**src/hw/rtl/fpba_pkg.sv**
```systemverilog
// Shared types, codes and control store layout for the fit policy block allocator.
`default_nettype none

package fpba_pkg;

	// Default sizes of the free-size table
	localparam int DEF_NUM_BLOCKS = 16;
	localparam int DEF_SIZE_BITS  = 16;

	// Fixed payload widths on the stream ports
	localparam int IDX_FIELD_W  = 4;
	localparam int SIZE_FIELD_W = 16;
	localparam int STAT_FIELD_W = 2;
	localparam int S_TDATA_W    = 24;
	localparam int M_TDATA_W    = 24;

	// Configuration register indexes (paddr[2])
	localparam logic REG_FIT_POLICY  = 1'b0;
	localparam logic REG_BLOCK_COUNT = 1'b1;

	localparam logic [4:0] BLOCK_COUNT_RST = 5'd16;

	// Placement rules; code three behaves as first fit
	localparam logic [1:0] POL_FIRST = 2'd0;
	localparam logic [1:0] POL_BEST  = 2'd1;
	localparam logic [1:0] POL_WORST = 2'd2;

	// Item kinds
	localparam logic KIND_LOAD = 1'b0;
	localparam logic KIND_REQ  = 1'b1;

	// Result status codes
	localparam logic [1:0] STAT_LOADED = 2'd0;
	localparam logic [1:0] STAT_ALLOC  = 2'd1;
	localparam logic [1:0] STAT_NONE   = 2'd2;

	// Step counter codes
	localparam int UPC_W = 3;
	localparam logic [UPC_W-1:0] STEP_IDLE  = 3'd0;
	localparam logic [UPC_W-1:0] STEP_INIT  = 3'd1;
	localparam logic [UPC_W-1:0] STEP_SCAN  = 3'd2;
	localparam logic [UPC_W-1:0] STEP_ALLOC = 3'd3;
	localparam logic [UPC_W-1:0] STEP_LOAD  = 3'd4;

	// Datapath operations
	localparam logic [2:0] OP_NONE   = 3'd0;
	localparam logic [2:0] OP_ACCEPT = 3'd1;
	localparam logic [2:0] OP_INIT   = 3'd2;
	localparam logic [2:0] OP_SCAN   = 3'd3;
	localparam logic [2:0] OP_ALLOC  = 3'd4;
	localparam logic [2:0] OP_LOAD   = 3'd5;

	// Jump conditions
	localparam logic [2:0] COND_ALWAYS    = 3'd0;
	localparam logic [2:0] COND_NO_ITEM   = 3'd1;
	localparam logic [2:0] COND_IS_LOAD   = 3'd2;
	localparam logic [2:0] COND_SCAN_MORE = 3'd3;
	localparam logic [2:0] COND_OUT_FULL  = 3'd4;

	typedef struct packed {
		logic [2:0]       op;
		logic [2:0]       cond;
		logic [UPC_W-1:0] jt;   // next step when the condition holds
		logic [UPC_W-1:0] jf;   // next step otherwise
	} ctl_word_t;

	typedef struct packed {
		logic item_taken;
		logic is_load;
		logic scan_more;
		logic out_full;
	} dp_flags_t;

endpackage

`default_nettype wire

```
**src/hw/rtl/fpba_ucode_rom.sv**
```systemverilog
// Control store: one control word per sequencer step.
`default_nettype none

module fpba_ucode_rom
	import fpba_pkg::*;
(
	input  wire logic [UPC_W-1:0] upc,
	output ctl_word_t             ctl
);

	always_comb begin
		unique case (upc)
			STEP_IDLE:  ctl = '{op: OP_ACCEPT, cond: COND_NO_ITEM,
			                    jt: STEP_IDLE,  jf: STEP_INIT};
			STEP_INIT:  ctl = '{op: OP_INIT,   cond: COND_IS_LOAD,
			                    jt: STEP_LOAD,  jf: STEP_SCAN};
			STEP_SCAN:  ctl = '{op: OP_SCAN,   cond: COND_SCAN_MORE,
			                    jt: STEP_SCAN,  jf: STEP_ALLOC};
			STEP_ALLOC: ctl = '{op: OP_ALLOC,  cond: COND_OUT_FULL,
			                    jt: STEP_ALLOC, jf: STEP_IDLE};
			STEP_LOAD:  ctl = '{op: OP_LOAD,   cond: COND_OUT_FULL,
			                    jt: STEP_LOAD,  jf: STEP_IDLE};
			default:    ctl = '{op: OP_NONE,   cond: COND_ALWAYS,
			                    jt: STEP_IDLE,  jf: STEP_IDLE};
		endcase
	end

endmodule

`default_nettype wire

```
**src/hw/rtl/fpba_sequencer.sv**
```systemverilog
// Step counter with conditional jumps over the control store.
`default_nettype none

module fpba_sequencer
	import fpba_pkg::*;
(
	input  wire logic      clk,
	input  wire logic      arst_n,
	input  wire dp_flags_t flags,
	output ctl_word_t      ctl
);

	logic [UPC_W-1:0] upc_q;
	logic             take;

	fpba_ucode_rom u_rom (
		.upc (upc_q),
		.ctl (ctl)
	);

	always_comb begin
		unique case (ctl.cond)
			COND_NO_ITEM:   take = !flags.item_taken;
			COND_IS_LOAD:   take = flags.is_load;
			COND_SCAN_MORE: take = flags.scan_more;
			COND_OUT_FULL:  take = flags.out_full;
			default:        take = 1'b1;
		endcase
	end

	always_ff @(posedge clk or negedge arst_n) begin
		if (!arst_n) begin
			upc_q <= STEP_IDLE;
		end else begin
			upc_q <= take ? ctl.jt : ctl.jf;
		end
	end

	a_accept_starts: assert property (@(posedge clk) disable iff (!arst_n)
		flags.item_taken |=> upc_q == STEP_INIT)
		else $error("accepted word did not start the program");

	a_alloc_holds: assert property (@(posedge clk) disable iff (!arst_n)
		(upc_q == STEP_ALLOC && flags.out_full) |=> upc_q == STEP_ALLOC)
		else $error("allocation step left while output was full");

endmodule

`default_nettype wire

```
**src/hw/rtl/fpba_datapath.sv**
```systemverilog
// Free-size table, scan registers and output register driven by the control word.
`default_nettype none

module fpba_datapath
	import fpba_pkg::*;
#(
	parameter int NUM_BLOCKS = DEF_NUM_BLOCKS,
	parameter int SIZE_BITS  = DEF_SIZE_BITS
) (
	input  wire logic                    clk,
	input  wire logic                    arst_n,
	input  wire ctl_word_t               ctl,
	output dp_flags_t                    flags,
	input  wire logic [1:0]              fit_policy,
	input  wire logic [4:0]              block_count,
	input  wire logic                    in_valid,
	output logic                         in_ready,
	input  wire logic                    in_kind,
	input  wire logic [IDX_FIELD_W-1:0]  in_index,
	input  wire logic [SIZE_FIELD_W-1:0] in_size,
	output logic                         out_valid,
	input  wire logic                    out_ready,
	output logic [STAT_FIELD_W-1:0]      out_status,
	output logic [IDX_FIELD_W-1:0]       out_block,
	output logic [SIZE_FIELD_W-1:0]      out_left
);

	localparam int IDX_W = (NUM_BLOCKS > 1) ? $clog2(NUM_BLOCKS) : 1;
	localparam int CNT_W = $clog2(NUM_BLOCKS + 1);

	logic [SIZE_BITS-1:0]   mem_q [NUM_BLOCKS];
	logic [NUM_BLOCKS-1:0]  valid_q;
	logic [SIZE_BITS-1:0]   rd_q;

	logic                   item_kind_q;
	logic [IDX_FIELD_W-1:0] item_idx_q;
	logic [SIZE_BITS-1:0]   size_q;

	logic [IDX_W-1:0]       cmp_idx_q;
	logic                   found_q;
	logic [IDX_W-1:0]       pick_q;
	logic [SIZE_BITS-1:0]   best_q;

	logic                   out_valid_q;
	logic [STAT_FIELD_W-1:0] out_status_q;
	logic [IDX_FIELD_W-1:0] out_block_q;
	logic [SIZE_FIELD_W-1:0] out_left_q;

	logic [CNT_W-1:0]       used;
	logic [CNT_W-1:0]       scan_next;
	logic                   in_use;
	logic                   fits;
	logic                   first_fit;
	logic                   take_item;
	logic                   out_full;
	logic                   fire;
	logic                   idx_ok;
	logic [SIZE_BITS-1:0]   remain;
	logic [IDX_W-1:0]       rd_addr;
	logic                   wr_en;
	logic [IDX_W-1:0]       wr_addr;
	logic [SIZE_BITS-1:0]   wr_data;

	// Entries in use saturate at the table depth
	always_comb begin
		if (32'(block_count) > NUM_BLOCKS) begin
			used = CNT_W'(NUM_BLOCKS);
		end else begin
			used = CNT_W'(block_count);
		end
	end

	assign first_fit = (fit_policy != POL_BEST) && (fit_policy != POL_WORST);
	assign scan_next = CNT_W'(cmp_idx_q) + CNT_W'(1);
	assign in_use    = CNT_W'(cmp_idx_q) < used;
	assign fits      = in_use && (rd_q >= size_q);
	assign remain    = best_q - size_q;
	assign idx_ok    = 32'(item_idx_q) < NUM_BLOCKS;

	assign in_ready  = (ctl.op == OP_ACCEPT);
	assign take_item = in_ready && in_valid;
	assign out_full  = out_valid_q && !out_ready;
	assign fire      = !out_full;

	assign flags.item_taken = take_item;
	assign flags.is_load    = (item_kind_q == KIND_LOAD);
	assign flags.scan_more  = (scan_next < used) && !(first_fit && fits);
	assign flags.out_full   = out_full;

	// Prefetch the next entry while the current one is compared
	assign rd_addr = (ctl.op == OP_SCAN) ? IDX_W'(scan_next) : '0;

	always_comb begin
		wr_en   = 1'b0;
		wr_addr = pick_q;
		wr_data = remain;
		if (ctl.op == OP_LOAD) begin
			wr_en   = fire && idx_ok;
			wr_addr = IDX_W'(item_idx_q);
			wr_data = size_q;
		end else if (ctl.op == OP_ALLOC) begin
			wr_en   = fire && found_q;
		end
	end

	always_ff @(posedge clk) begin
		if (wr_en) begin
			mem_q[wr_addr] <= wr_data;
		end
		rd_q <= valid_q[rd_addr] ? mem_q[rd_addr] : '0;
	end

	always_ff @(posedge clk or negedge arst_n) begin
		if (!arst_n) begin
			valid_q <= '0;
		end else if (wr_en) begin
			valid_q[wr_addr] <= 1'b1;
		end
	end

	// Item capture
	always_ff @(posedge clk) begin
		if (take_item) begin
			item_kind_q <= in_kind;
			item_idx_q  <= in_index;
			size_q      <= SIZE_BITS'(in_size);
		end
	end

	// Scan control
	always_ff @(posedge clk or negedge arst_n) begin
		if (!arst_n) begin
			cmp_idx_q <= '0;
			found_q   <= 1'b0;
		end else if (ctl.op == OP_INIT) begin
			cmp_idx_q <= '0;
			found_q   <= 1'b0;
		end else if (ctl.op == OP_SCAN) begin
			cmp_idx_q <= cmp_idx_q + IDX_W'(1);
			if (fits) begin
				found_q <= 1'b1;
			end
		end
	end

	// Candidate tracking; ties keep the lower index
	always_ff @(posedge clk) begin
		if (ctl.op == OP_SCAN && fits) begin
			if (!found_q) begin
				pick_q <= cmp_idx_q;
				best_q <= rd_q;
			end else if (fit_policy == POL_BEST && rd_q < best_q) begin
				pick_q <= cmp_idx_q;
				best_q <= rd_q;
			end else if (fit_policy == POL_WORST && rd_q > best_q) begin
				pick_q <= cmp_idx_q;
				best_q <= rd_q;
			end
		end
	end

	// Output register
	always_ff @(posedge clk or negedge arst_n) begin
		if (!arst_n) begin
			out_valid_q <= 1'b0;
		end else if ((ctl.op == OP_ALLOC || ctl.op == OP_LOAD) && fire) begin
			out_valid_q <= 1'b1;
		end else if (out_ready) begin
			out_valid_q <= 1'b0;
		end
	end

	always_ff @(posedge clk) begin
		if (fire && ctl.op == OP_LOAD) begin
			out_status_q <= STAT_LOADED;
			out_block_q  <= item_idx_q;
			out_left_q   <= idx_ok ? SIZE_FIELD_W'(size_q) : '0;
		end else if (fire && ctl.op == OP_ALLOC) begin
			out_status_q <= found_q ? STAT_ALLOC : STAT_NONE;
			out_block_q  <= found_q ? IDX_FIELD_W'(pick_q) : '0;
			out_left_q   <= found_q ? SIZE_FIELD_W'(remain) : '0;
		end
	end

	assign out_valid  = out_valid_q;
	assign out_status = out_status_q;
	assign out_block  = out_block_q;
	assign out_left   = out_left_q;

	a_first_hit: assert property (@(posedge clk) disable iff (!arst_n)
		(ctl.op == OP_SCAN && fits && !found_q) |=>
		(found_q && pick_q == $past(cmp_idx_q)))
		else $error("first fitting entry not captured");

	a_best_shrinks: assert property (@(posedge clk) disable iff (!arst_n)
		(ctl.op == OP_SCAN && found_q && fit_policy == POL_BEST) |=>
		(best_q <= $past(best_q)))
		else $error("best fit candidate grew");

	a_alloc_status: assert property (@(posedge clk) disable iff (!arst_n)
		(ctl.op == OP_ALLOC && fire) |=>
		(out_valid_q && out_status_q == ($past(found_q) ? STAT_ALLOC : STAT_NONE)))
		else $error("allocation result status wrong");

endmodule

`default_nettype wire

```
**src/hw/rtl/fit_policy_block_allocator_unit.sv**
```systemverilog
// Top level of the fit policy block allocator: stream ports, APB registers, sequencer.
//
// Input words (s_*) carry a load or an allocation request; tuser holds the kind
// (0 load, 1 request), tdata the block index and size. Each input word gives
// exactly one result word on m_*: tuser holds the status (0 loaded, 1 allocated,
// 2 not allocated), tdata the chosen block and the free size left in it.
// A load passes the idle, init and load steps, a request the idle, init, scan and
// alloc steps; no new word is accepted before the idle step returns. Scan steps read
// one table entry per cycle through the table's single read port, at least one, at
// most the entries in use (one if none are). First fit stops at the first fitting
// entry; best and worst fit scan all of them. The user must write fit_policy
// (address 0) and block_count (address 4) over APB only while the block is idle; the
// block itself does not enforce this. Writes take effect for the next word.
// Reset clears the table (per-entry valid bits), sets first fit and sixteen
// blocks, and empties the output register.
// While the receiver stalls, the result holds in the output register and the
// block still accepts one more word; it then waits until the register drains.
`default_nettype none

module fit_policy_block_allocator_unit
	import fpba_pkg::*;
#(
	parameter int NUM_BLOCKS = DEF_NUM_BLOCKS,
	parameter int SIZE_BITS  = DEF_SIZE_BITS
) (
	input  wire logic                 clk,
	input  wire logic                 arst_n,

	input  wire logic                 s_tvalid,
	output logic                      s_tready,
	input  wire logic [S_TDATA_W-1:0] s_tdata,   // load_index[3:0], size_value[19:4], zero
	input  wire logic                 s_tuser,   // kind[0]

	output logic                      m_tvalid,
	input  wire logic                 m_tready,
	output logic [M_TDATA_W-1:0]      m_tdata,   // chosen_block[3:0], left_over[19:4], zero
	output logic [STAT_FIELD_W-1:0]   m_tuser,   // status[1:0]

	input  wire logic                 psel,
	input  wire logic                 penable,
	input  wire logic                 pwrite,
	input  wire logic [2:0]           paddr,
	input  wire logic [31:0]          pwdata,
	output logic [31:0]               prdata,
	output logic                      pready
);

	logic [1:0]              fit_policy_q;
	logic [4:0]              block_count_q;
	logic                    cfg_wr;

	ctl_word_t               ctl;
	dp_flags_t               flags;
	logic [IDX_FIELD_W-1:0]  out_block;
	logic [SIZE_FIELD_W-1:0] out_left;

	assign pready = 1'b1;
	assign cfg_wr = psel && penable && pwrite && pready;

	always_ff @(posedge clk or negedge arst_n) begin
		if (!arst_n) begin
			fit_policy_q  <= POL_FIRST;
			block_count_q <= BLOCK_COUNT_RST;
		end else if (cfg_wr) begin
			if (paddr[2] == REG_FIT_POLICY) begin
				fit_policy_q <= pwdata[1:0];
			end else begin
				block_count_q <= pwdata[4:0];
			end
		end
	end

	always_comb begin
		unique case (paddr[2])
			REG_FIT_POLICY:  prdata = {30'd0, fit_policy_q};
			REG_BLOCK_COUNT: prdata = {27'd0, block_count_q};
			default:         prdata = '0;
		endcase
	end

	fpba_sequencer u_seq (
		.clk    (clk),
		.arst_n (arst_n),
		.flags  (flags),
		.ctl    (ctl)
	);

	fpba_datapath #(
		.NUM_BLOCKS (NUM_BLOCKS),
		.SIZE_BITS  (SIZE_BITS)
	) u_dp (
		.clk         (clk),
		.arst_n      (arst_n),
		.ctl         (ctl),
		.flags       (flags),
		.fit_policy  (fit_policy_q),
		.block_count (block_count_q),
		.in_valid    (s_tvalid),
		.in_ready    (s_tready),
		.in_kind     (s_tuser),
		.in_index    (s_tdata[3:0]),
		.in_size     (s_tdata[19:4]),
		.out_valid   (m_tvalid),
		.out_ready   (m_tready),
		.out_status  (m_tuser),
		.out_block   (out_block),
		.out_left    (out_left)
	);

	assign m_tdata = {4'd0, out_left, out_block};

endmodule

`default_nettype wire
```
**config.mk**
```make
export PLATFORM = sky130hd
export DESIGN_NAME = fit_policy_block_allocator_unit
export DESIGN_NICKNAME = d
export VERILOG_FILES = /design/src/hw/rtl/fpba_pkg.sv /design/src/hw/rtl/fpba_ucode_rom.sv /design/src/hw/rtl/fpba_sequencer.sv /design/src/hw/rtl/fpba_datapath.sv /design/src/hw/rtl/fit_policy_block_allocator_unit.sv
export SDC_FILE = /design/constraint.sdc
export NUM_CORES = 1
export LEC_CHECK = 0
export BUFFER_PORTS_ARGS = -buffer_cell sky130_fd_sc_hd__buf_2
export CAP_MARGIN = 40
export CELL_PAD_IN_SITES_DETAIL_PLACEMENT = 1
export CELL_PAD_IN_SITES_GLOBAL_PLACEMENT = 2
export CORE_MARGIN = 4
export CORE_UTILIZATION = 46
export DETAILED_ROUTE_END_ITERATION = 12
export MAX_ROUTING_LAYER = met4
export PLACE_DENSITY_LB_ADDON = 0.2
export SKIP_LAST_GASP = 1
export SLEW_MARGIN = 20
export SYNTH_ARGS = -nofsm -noshare
export SYNTH_HDL_FRONTEND = slang
export SYNTH_SLANG_ARGS = --single-unit
export TNS_END_PERCENT = 5
```
**constraint.sdc**
```tcl
create_clock -name clk -period 7.6 [get_ports clk]
set_input_delay 1.14 -clock clk [delete_from_list [all_inputs] [get_ports clk]]
set_output_delay 1.14 -clock clk [all_outputs]
set_load 0.05 [all_outputs]
```
==> qor.tcl, run 1 <==
set qor(average_wire_per_cell_in_the_routed_design_um) 24.5
set qor(cts_inserted_buffers) 41
set qor(cp_data_arrival_time_ns) 4.00
set qor(worstPathRequired_ns) 8.03
set qor(drt_first_iter_violations) 695
set qor(gr-total-overflow) 0
set qor(crit_type) {reg2reg}
set qor(insertedDiodeCount) 0
set qor(seq_area_frac_synth_pct) 64.9
set qor(max_slew.worst_pin.slew_ns) 0.881
set qor(postCtsSetupBuffers) 0
set qor(synth_top_cell_area_share_pct) 57.9
set qor(layout.filler_cells) 3505
set qor(slew_violations) 0
set qor(floorplan.die_area_um2) 38800
set qor(clk_pin_slew_ns) 0.06
set qor(gp_routability_congestion) 0.863
set qor(fmax_mhz) 280
set qor(finalWirelength_mm) 44.2
set qor(tritoncts) {built}
set qor(drt_antenna_net_count) 0
set qor(grt_pass1_wl_mm) 67.3
set qor(clock-root-buffer) {sky130_fd_sc_hd__clkbuf_16}
set qor(drc) 0
set qor(skew_ns) 0.0267
set qor(final_util_pct) 54.0
set qor(rows) 68
set qor(post_cts.resized_instances) 0
set qor(timing.critical_path.slowest_stage_cell) {sky130_fd_sc_hd__buf_4}
set qor(run_status) {finished clean}
set qor(die_height_um) 197
set qor(clk_path_buf_depth) 3
set qor(cellPowerDensity_nw_per_um2) 374
set qor(clkSinkCount) 367
set qor(cellLeakagePower_nw) 7.04
set qor(whs_ns) 0.409
set qor(clk-insertion-delay-late_ns) 0.56
set qor(rsz_0062_raised_after_global_routing) {false}
set qor(synth_cell_type_count) 65
set qor(synthesized_area_um2) 16400
set qor(grt_max_degree) 62
set qor(syn_avg_cell_area_um2) 13.4
set qor(vdd_ir_drop_max_v) 0.000284
set qor(top_level_ports) 128
set qor(number_of_flops_mapped_to_enable_cells_by_yosys) 317
set qor(final_layout_size_suffix_gt1_share_pct) 20.3
set qor(die_w_um) 197
set qor(htree_num_levels) 2
set qor(cts.hold.buffers_added) 0
set qor(yosys-top-cells-area) {sky130_fd_sc_hd__edfxtp_1 58%, sky130_fd_sc_hd__dfrtp_1 4.7%, sky130_fd_sc_hd__ha_1 4.3%}
set qor(synth_warnings) 0
set qor(netlist.top_cell.by_area) {sky130_fd_sc_hd__edfxtp_1}
set qor(totalNegativeSetupSlack_ns) 0
set qor(post_synth_inst_count) 1224
set qor(areaGrowthSynthToFinish_pct) 14.5
set qor(final_hold_viol_count) 0
set qor(fin_nets) 1437
set qor(cp_slowest_stage_delay_ns) 0.60
set qor(crit_path_leading_delay_family) {buffers and inverters}
set qor(vias) 10500
set qor(worst-path-buf-inv) 4
set qor(maxCapViolCount) 0
set qor(setup_viol) 0
set qor(finalCriticalPeriod_ns) 3.57
set qor(design.core.area_um2) 34900
set qor(max_fanout_on_critical_path) 61
set qor(max_slew_margin_pct) 41.0
set qor(min-delay-path-class) {in2async}
set qor(crit_path_frequent_cell) {sky130_fd_sc_hd__buf_4}
set qor(antenna_found_initial) 2
set qor(asyncSetResetFlopFracSynth_pct) 8.72
set qor(post-route-period-util_pct) 47.0
set qor(drt_pre_antenna_iters) 5
set qor(crit_path_end_kind) {flop}
set qor(synth_ff_type) {sky130_fd_sc_hd__edfxtp_1}
set qor(critPathLaunchType) {flop}
set qor(worstPathCellList) {buf_4, ha_2, xnor2_2, buf_4, inv_1, nand2_1, buf_8, a311oi_1, nand3_1, o211ai_4, a221oi_1}
set qor(portBuffers) 62
set qor(synth.ff_latch_count) 367
set qor(floorplan.initialDensity_pct) 47.2
set qor(first_global_vias) 11000
set qor(drt-vias-per-instance) 5.84
set qor(dpl.hpwl_mm) 29.3
set qor(grtUsageTotal_pct) 23.4
sequential cells by signal (all words and copies together), names as in the netlist:
register / flops
u_dp.out_valid: 1
u_dp.out_left: 16
u_dp.rd_q: 16
fit_policy_q: 2
u_dp.out_status: 2
u_dp.found_q: 1
u_seq.upc_q: 3
u_dp.item_kind_q: 1
u_dp.out_block: 4
u_dp.valid_q: 16
u_dp.item_idx_q: 4
u_dp.mem_q: 256
u_dp.best_q: 16
u_dp.cmp_idx_q: 4
u_dp.pick_q: 4
block_count_q: 5
u_dp.size_q: 16
per-layer routing:
layer | share of wire [%] | vias to the layer above | GRT usage, %
met5 | 0 | - | -
met4 | 1.9 | 0 | 5.01
met3 | 5.3 | 69 | 3.63
met2 | 49 | 258 | 38.3
met1 | 44 | 5372 | 31.4
li1 | - | 4821 | -
worst register-to-register path, delay by kind of cell, from the launching register on:
| family | cells | cell delay (ns) |
|---|---|---|
| buf+inv | 4 | 1.36 |
| compound gates | 3 | 0.68 |
| flops | 1 | 0.34 |
| xor+xnor | 1 | 0.12 |
| simple gates | 2 | 0.58 |
| fa+ha+maj | 1 | 0.40 |
stage by stage:
stage	setup slack [ns]	cell area [um^2]	std cells	power [mW]
CTS	3.96	18800	1797	7.12
global route	3.69	18800	1800	7.44
global placement	3.76	17300	1709	5.00
floorplan	3.75	16600	1254	4.31
detailed placement	3.99	17500	1721	5.14
finish	4.03	18800	1800	7.05
Yosys cell counts (6+ instances only):
master,n
sky130_fd_sc_hd__o221ai_1,18
sky130_fd_sc_hd__o22ai_1,39
sky130_fd_sc_hd__nand3_1,17
sky130_fd_sc_hd__nor3_1,10
sky130_fd_sc_hd__and2_1,21
sky130_fd_sc_hd__xnor2_1,11
sky130_fd_sc_hd__a311oi_1,6
sky130_fd_sc_hd__o211ai_1,6
sky130_fd_sc_hd__o21ai_0,77
sky130_fd_sc_hd__a21o_1,10
sky130_fd_sc_hd__a221oi_1,16
sky130_fd_sc_hd__dfrtp_1,31
sky130_fd_sc_hd__a21oi_1,87
sky130_fd_sc_hd__or2_2,16
sky130_fd_sc_hd__nand2b_1,20
sky130_fd_sc_hd__nor2_1,57
sky130_fd_sc_hd__mux4_2,17
sky130_fd_sc_hd__dfxtp_1,18
sky130_fd_sc_hd__nand2_1,72
sky130_fd_sc_hd__edfxtp_1,317
sky130_fd_sc_hd__a31oi_1,25
sky130_fd_sc_hd__o31ai_1,8
sky130_fd_sc_hd__nor3b_1,9
sky130_fd_sc_hd__mux2i_1,17
sky130_fd_sc_hd__a211oi_1,6
sky130_fd_sc_hd__buf_1,7
sky130_fd_sc_hd__mux2_2,40
sky130_fd_sc_hd__clkbuf_1,45
sky130_fd_sc_hd__buf_4,34
sky130_fd_sc_hd__inv_1,47
sky130_fd_sc_hd__ha_1,57
cell type report:
cell class / count / area, um^2 / share of cell area, %
timing repair buffer: 108 / 752 / 3.99
clock inverter: 23 / 201 / 1.07
inverter: 48 / 180 / 0.956
clock buffer: 53 / 1140 / 6.06
multi-input combinational: 746 / 5310 / 28.2
sequential: 367 / 10700 / 56.7
tap: 455 / 569 / 3.02
worst paths after layout:
path	cells past startpoint	endpoint	slack [ns]	from
max in group asynchronous	2	u_dp.cmp_idx_q[0]	6.81	arst_n
max reg2reg	11	u_dp.rd_q[13]	4.03	u_dp.cmp_idx_q[0]
min reg2reg	1	u_dp.valid_q[8]	0.46	u_dp.valid_q[8]
min in group clk	1	u_dp.valid_q[8]	0.46	u_dp.valid_q[8]
max	11	u_dp.rd_q[13]	4.03	u_dp.cmp_idx_q[0]
min	1	u_seq.upc_q[1]	0.41	arst_n
cell usage in the layout (no fill, tap or decap), drive strengths merged, types with 20 or more instances in the layout:
cell type / instances
a31oi: 25
nand2b: 20
o21ai: 77
inv: 49
mux2: 40
o22ai: 39
edfxtp: 317
clkbuf: 53
nor2: 57
conb: 32
dfrtp: 31
nand2: 72
ha: 57
a21oi: 87
buf: 108
and2: 21
power by group:
part	internal, mW	switching (mW)	total (mW)	leakage (nW)
clock network	1.14	0.817	1.96	0.665
logic	0.777	1.60	2.38	2.94
registers	2.58	0.136	2.72	3.44
logic make-up (layout without fill, tap and decap cells):
| logic type | Yosys count | in the layout | synth area share (%) |
|---|---|---|---|
| buf+inv | 141 | 232 | 4.12 |
| simple gates | 248 | 248 | 7.45 |
| flops | 367 | 367 | 64.9 |
| compound gates | 320 | 320 | 12.1 |
| xor+xnor | 14 | 14 | 0.745 |
| other cells | 2 | 32 | 0.0457 |
| fa+ha+maj | 58 | 58 | 4.46 |
| mux | 74 | 74 | 6.10 |
No activity file was read; power rests on OpenSTA's default activity.
==> run 2, diff against run 1 <==
- ABC_AREA: default -> 1
- CORE_UTILIZATION: 46 -> 40
- clock period: 7.6 -> 3.4 ns (I/O delays scaled with it)
==> run 2 against run 1 <==
Sequential power up 140%. Largest cell class unchanged. Cell area up 0.37%. Critical endpoint is now u_dp.best_q[6]. Worst hold slack worse by 0.29 ns. Combinational power rose to 2.7 times the previous value. Setup slack worse by 3.4 ns. Non-clock buffer count up 8. Highest routed layer unchanged. Fmax up 27%.
==> qor.tcl, run 2 <==
set qor(synth_most_common_cell) {sky130_fd_sc_hd__edfxtp_1}
set qor(cellPowerDensity_nw_per_um2) 913
set qor(clk_pin_slew_ns) 0.06
set qor(synth.cells.most_frequent) {317 x sky130_fd_sc_hd__edfxtp_1, 261 x sky130_fd_sc_hd__nand2_1, 159 x sky130_fd_sc_hd__nor2_1, 141 x sky130_fd_sc_hd__nand3_1, 105 x sky130_fd_sc_hd__inv_1}
set qor(multiInputGateArea_um2) 5070
set qor(setup_viol) 0
set qor(die_w_um) 212
set qor(largest_reg_flops) 256
set qor(synth_warnings) 0
set qor(tritoncts) {built}
set qor(asyncSetResetFlopFracSynth_pct) 8.72
set qor(cp_data_arrival_time_ns) 3.06
set qor(max_slew_margin_pct) 46.3
set qor(most_common_cell_after_layout_fill_and_taps_aside) {sky130_fd_sc_hd__edfxtp_1}
set qor(grt_pass1_wl_mm) 68.7
set qor(portBuffers) 62
set qor(vias) 11100
set qor(post_cts.resized_instances) 0
set qor(dpl.cell_count) 2080
set qor(critPathLaunchType) {flop}
set qor(netlist.top_cell.by_area) {sky130_fd_sc_hd__edfxtp_1}
set qor(layout.filler_cells) 4415
set qor(worstPathRequired_ns) 3.64
set qor(areaGrowthSynthToFinish_pct) 13.4
set qor(final_cell_area_um2) 18900
set qor(finalCriticalPeriod_ns) 2.82
set qor(synth_cell_type_count) 51
set qor(drt_pre_antenna_iters) 4
set qor(top_level_ports) 128
set qor(floorplan.initialDensity_pct) 40.7
set qor(final_layout_size_suffix_gt1_share_pct) 13.5
set qor(rows) 74
set qor(clk_path_buf_depth) 3
set qor(synth.ff_latch_count) 367
set qor(fmax_mhz) 355
set qor(slew_violations) 0
set qor(gp_routability_congestion) 0.808
set qor(area.sequential_um2) 10700
set qor(gr-total-overflow) 0
set qor(die_height_um) 212
set qor(dpl.hpwl_mm) 28.7
set qor(drt_first_iter_violations) 683
set qor(max_flop_register) {u_dp.mem_q}
set qor(finalWirelength_mm) 44.3
set qor(min-delay-path-class) {in2reg}
set qor(synth_ff_type) {sky130_fd_sc_hd__edfxtp_1}
set qor(cellLeakagePower_nw) 7.60
set qor(antenna_found_initial) 0
set qor(skew_ns) 0.0226
set qor(drt-vias-per-instance) 5.16
set qor(yosys-top-cells-area) {sky130_fd_sc_hd__edfxtp_1 57%, sky130_fd_sc_hd__nand2_1 5.9%, sky130_fd_sc_hd__dfrtp_1 4.7%}
set qor(floorplan.die_area_um2) 45000
set qor(number_of_flops_mapped_to_enable_cells_by_yosys) 317
set qor(max_fanout_on_critical_path) 19
set qor(syn_avg_cell_area_um2) 11.2
set qor(first_global_vias) 11800
set qor(rsz_0062_raised_after_global_routing) {false}
set qor(run_status) {finished clean}
set qor(commonest_cells_after_routing_fill_and_taps_aside) {317 x sky130_fd_sc_hd__edfxtp_1, 261 x sky130_fd_sc_hd__nand2_1, 157 x sky130_fd_sc_hd__nor2_1, 141 x sky130_fd_sc_hd__nand3_1, 105 x sky130_fd_sc_hd__inv_1}
set qor(clkSinkCount) 367
set qor(finalWorstSetupSlack_ns) 0.582
set qor(post_synth_inst_count) 1493
set qor(crit_path_end_kind) {flop}
set qor(final_hold_viol_count) 0
set qor(clock-root-buffer) {sky130_fd_sc_hd__clkbuf_16}
set qor(post-route-period-util_pct) 82.9
set qor(placed_cell_area_um2) 17600
set qor(setup.reg_to_reg.worst_slack_ns) 0.58
set qor(grtUsageTotal_pct) 20.5
set qor(synth_top_cell_area_share_pct) 57.1
set qor(totalNegativeSetupSlack_ns) 0
set qor(synthesized_area_um2) 16700
set qor(crit_type) {reg2reg}
set qor(clk-insertion-delay-late_ns) 0.58
set qor(instances_no_fill) 2158
set qor(vdd_ir_drop_max_v) 0.000411
set qor(htree_num_levels) 2
set qor(cts_inserted_buffers) 41
set qor(maxCapViolCount) 0
set qor(average_wire_per_cell_in_the_routed_design_um) 20.5
set qor(grt_max_degree) 65
set qor(max_slew.worst_pin.slew_ns) 0.805
set qor(fin_nets) 1718
set qor(design.core.area_um2) 41000
set qor(drc) 0
set qor(seq_area_frac_synth_pct) 64.1
set qor(drt_antenna_net_count) 0
set qor(insertedDiodeCount) 0
set qor(dp_slack_ns) 0.596
-- run 2: through the flow --
stage               total power [mW]  util (%)  hold slack, ns
global placement                13.0      42.9           0.416
global route                    18.5      46.1          0.0915
CTS                             17.5      46.0          0.0277
detailed placement              13.2      42.9           0.425
floorplan                       11.0         -           0.214
finish                          17.3      46.1           0.120
-- run 2: cells by family after synthesis --
family	after synthesis	share of synthesized area, %
buffers and inverters	209	6.30
AO/OA/AOI/OAI	223	8.15
flip-flops	367	64.1
adder cells (fa/ha/maj)	58	4.40
other	2	0.0450
AND/OR/NAND/NOR	624	16.5
multiplexers	2	0.135
XOR/XNOR	8	0.420
-- run 2: cell type report --
cell class                 count  area share (%)
clock inverter                24           0.847
timing repair buffer         116            4.06
tap                          532            3.52
multi-input combinational    947            26.8
clock buffer                  52            5.86
inverter                     120            2.41
sequential                   367            56.5
-- run 2: worst paths after layout --
path / startpoint / end / cells after the start
worst max-delay path: block_count_q[0] / u_dp.best_q[6] / 10
worst min-delay path: s_tdata[16] / u_dp.size_q[12] / 1
worst max register to register: block_count_q[0] / u_dp.best_q[6] / 10
worst min register to register: u_dp.rd_q[0] / u_dp.best_q[0] / 0
max in group asynchronous: arst_n / block_count_q[4] / 3
min in group asynchronous: arst_n / u_seq.upc_q[1] / 2
-- run 2: critical path, stage by stage, from the launching register on --
cell	delay, ns
sky130_fd_sc_hd__dfrtp_1	0.42
sky130_fd_sc_hd__o41ai_1	0.54
sky130_fd_sc_hd__nand2_1	0.18
sky130_fd_sc_hd__ha_1	0.33
sky130_fd_sc_hd__a21oi_1	0.14
sky130_fd_sc_hd__o21ai_0	0.09
sky130_fd_sc_hd__nor2_1	0.16
sky130_fd_sc_hd__nand2_1	0.10
sky130_fd_sc_hd__nor2_1	0.10
sky130_fd_sc_hd__o21a_1	0.15
sky130_fd_sc_hd__buf_4	0.28
-- run 2: where the power goes --
part / switching [mW] / internal [mW]
combinational: 4.70 / 1.82
clock: 1.82 / 2.39
sequential: 0.284 / 6.24
-- run 2: repair_timing --
item / in CTS / in global routing
hold buffers: 0 / 1
endpoints found under the setup margin: 0 / 0
endpoints found under the hold margin: 0 / 31
setup buffers: 0 / 0
-- run 2: routing by layer --
layer | global-route usage (%) | wire length [um]
met1 | 27.0 | 20200
met2 | 33.3 | 21200
met3 | 3.07 | 1850
met4 | 6.06 | 1030
met5 | - | 0
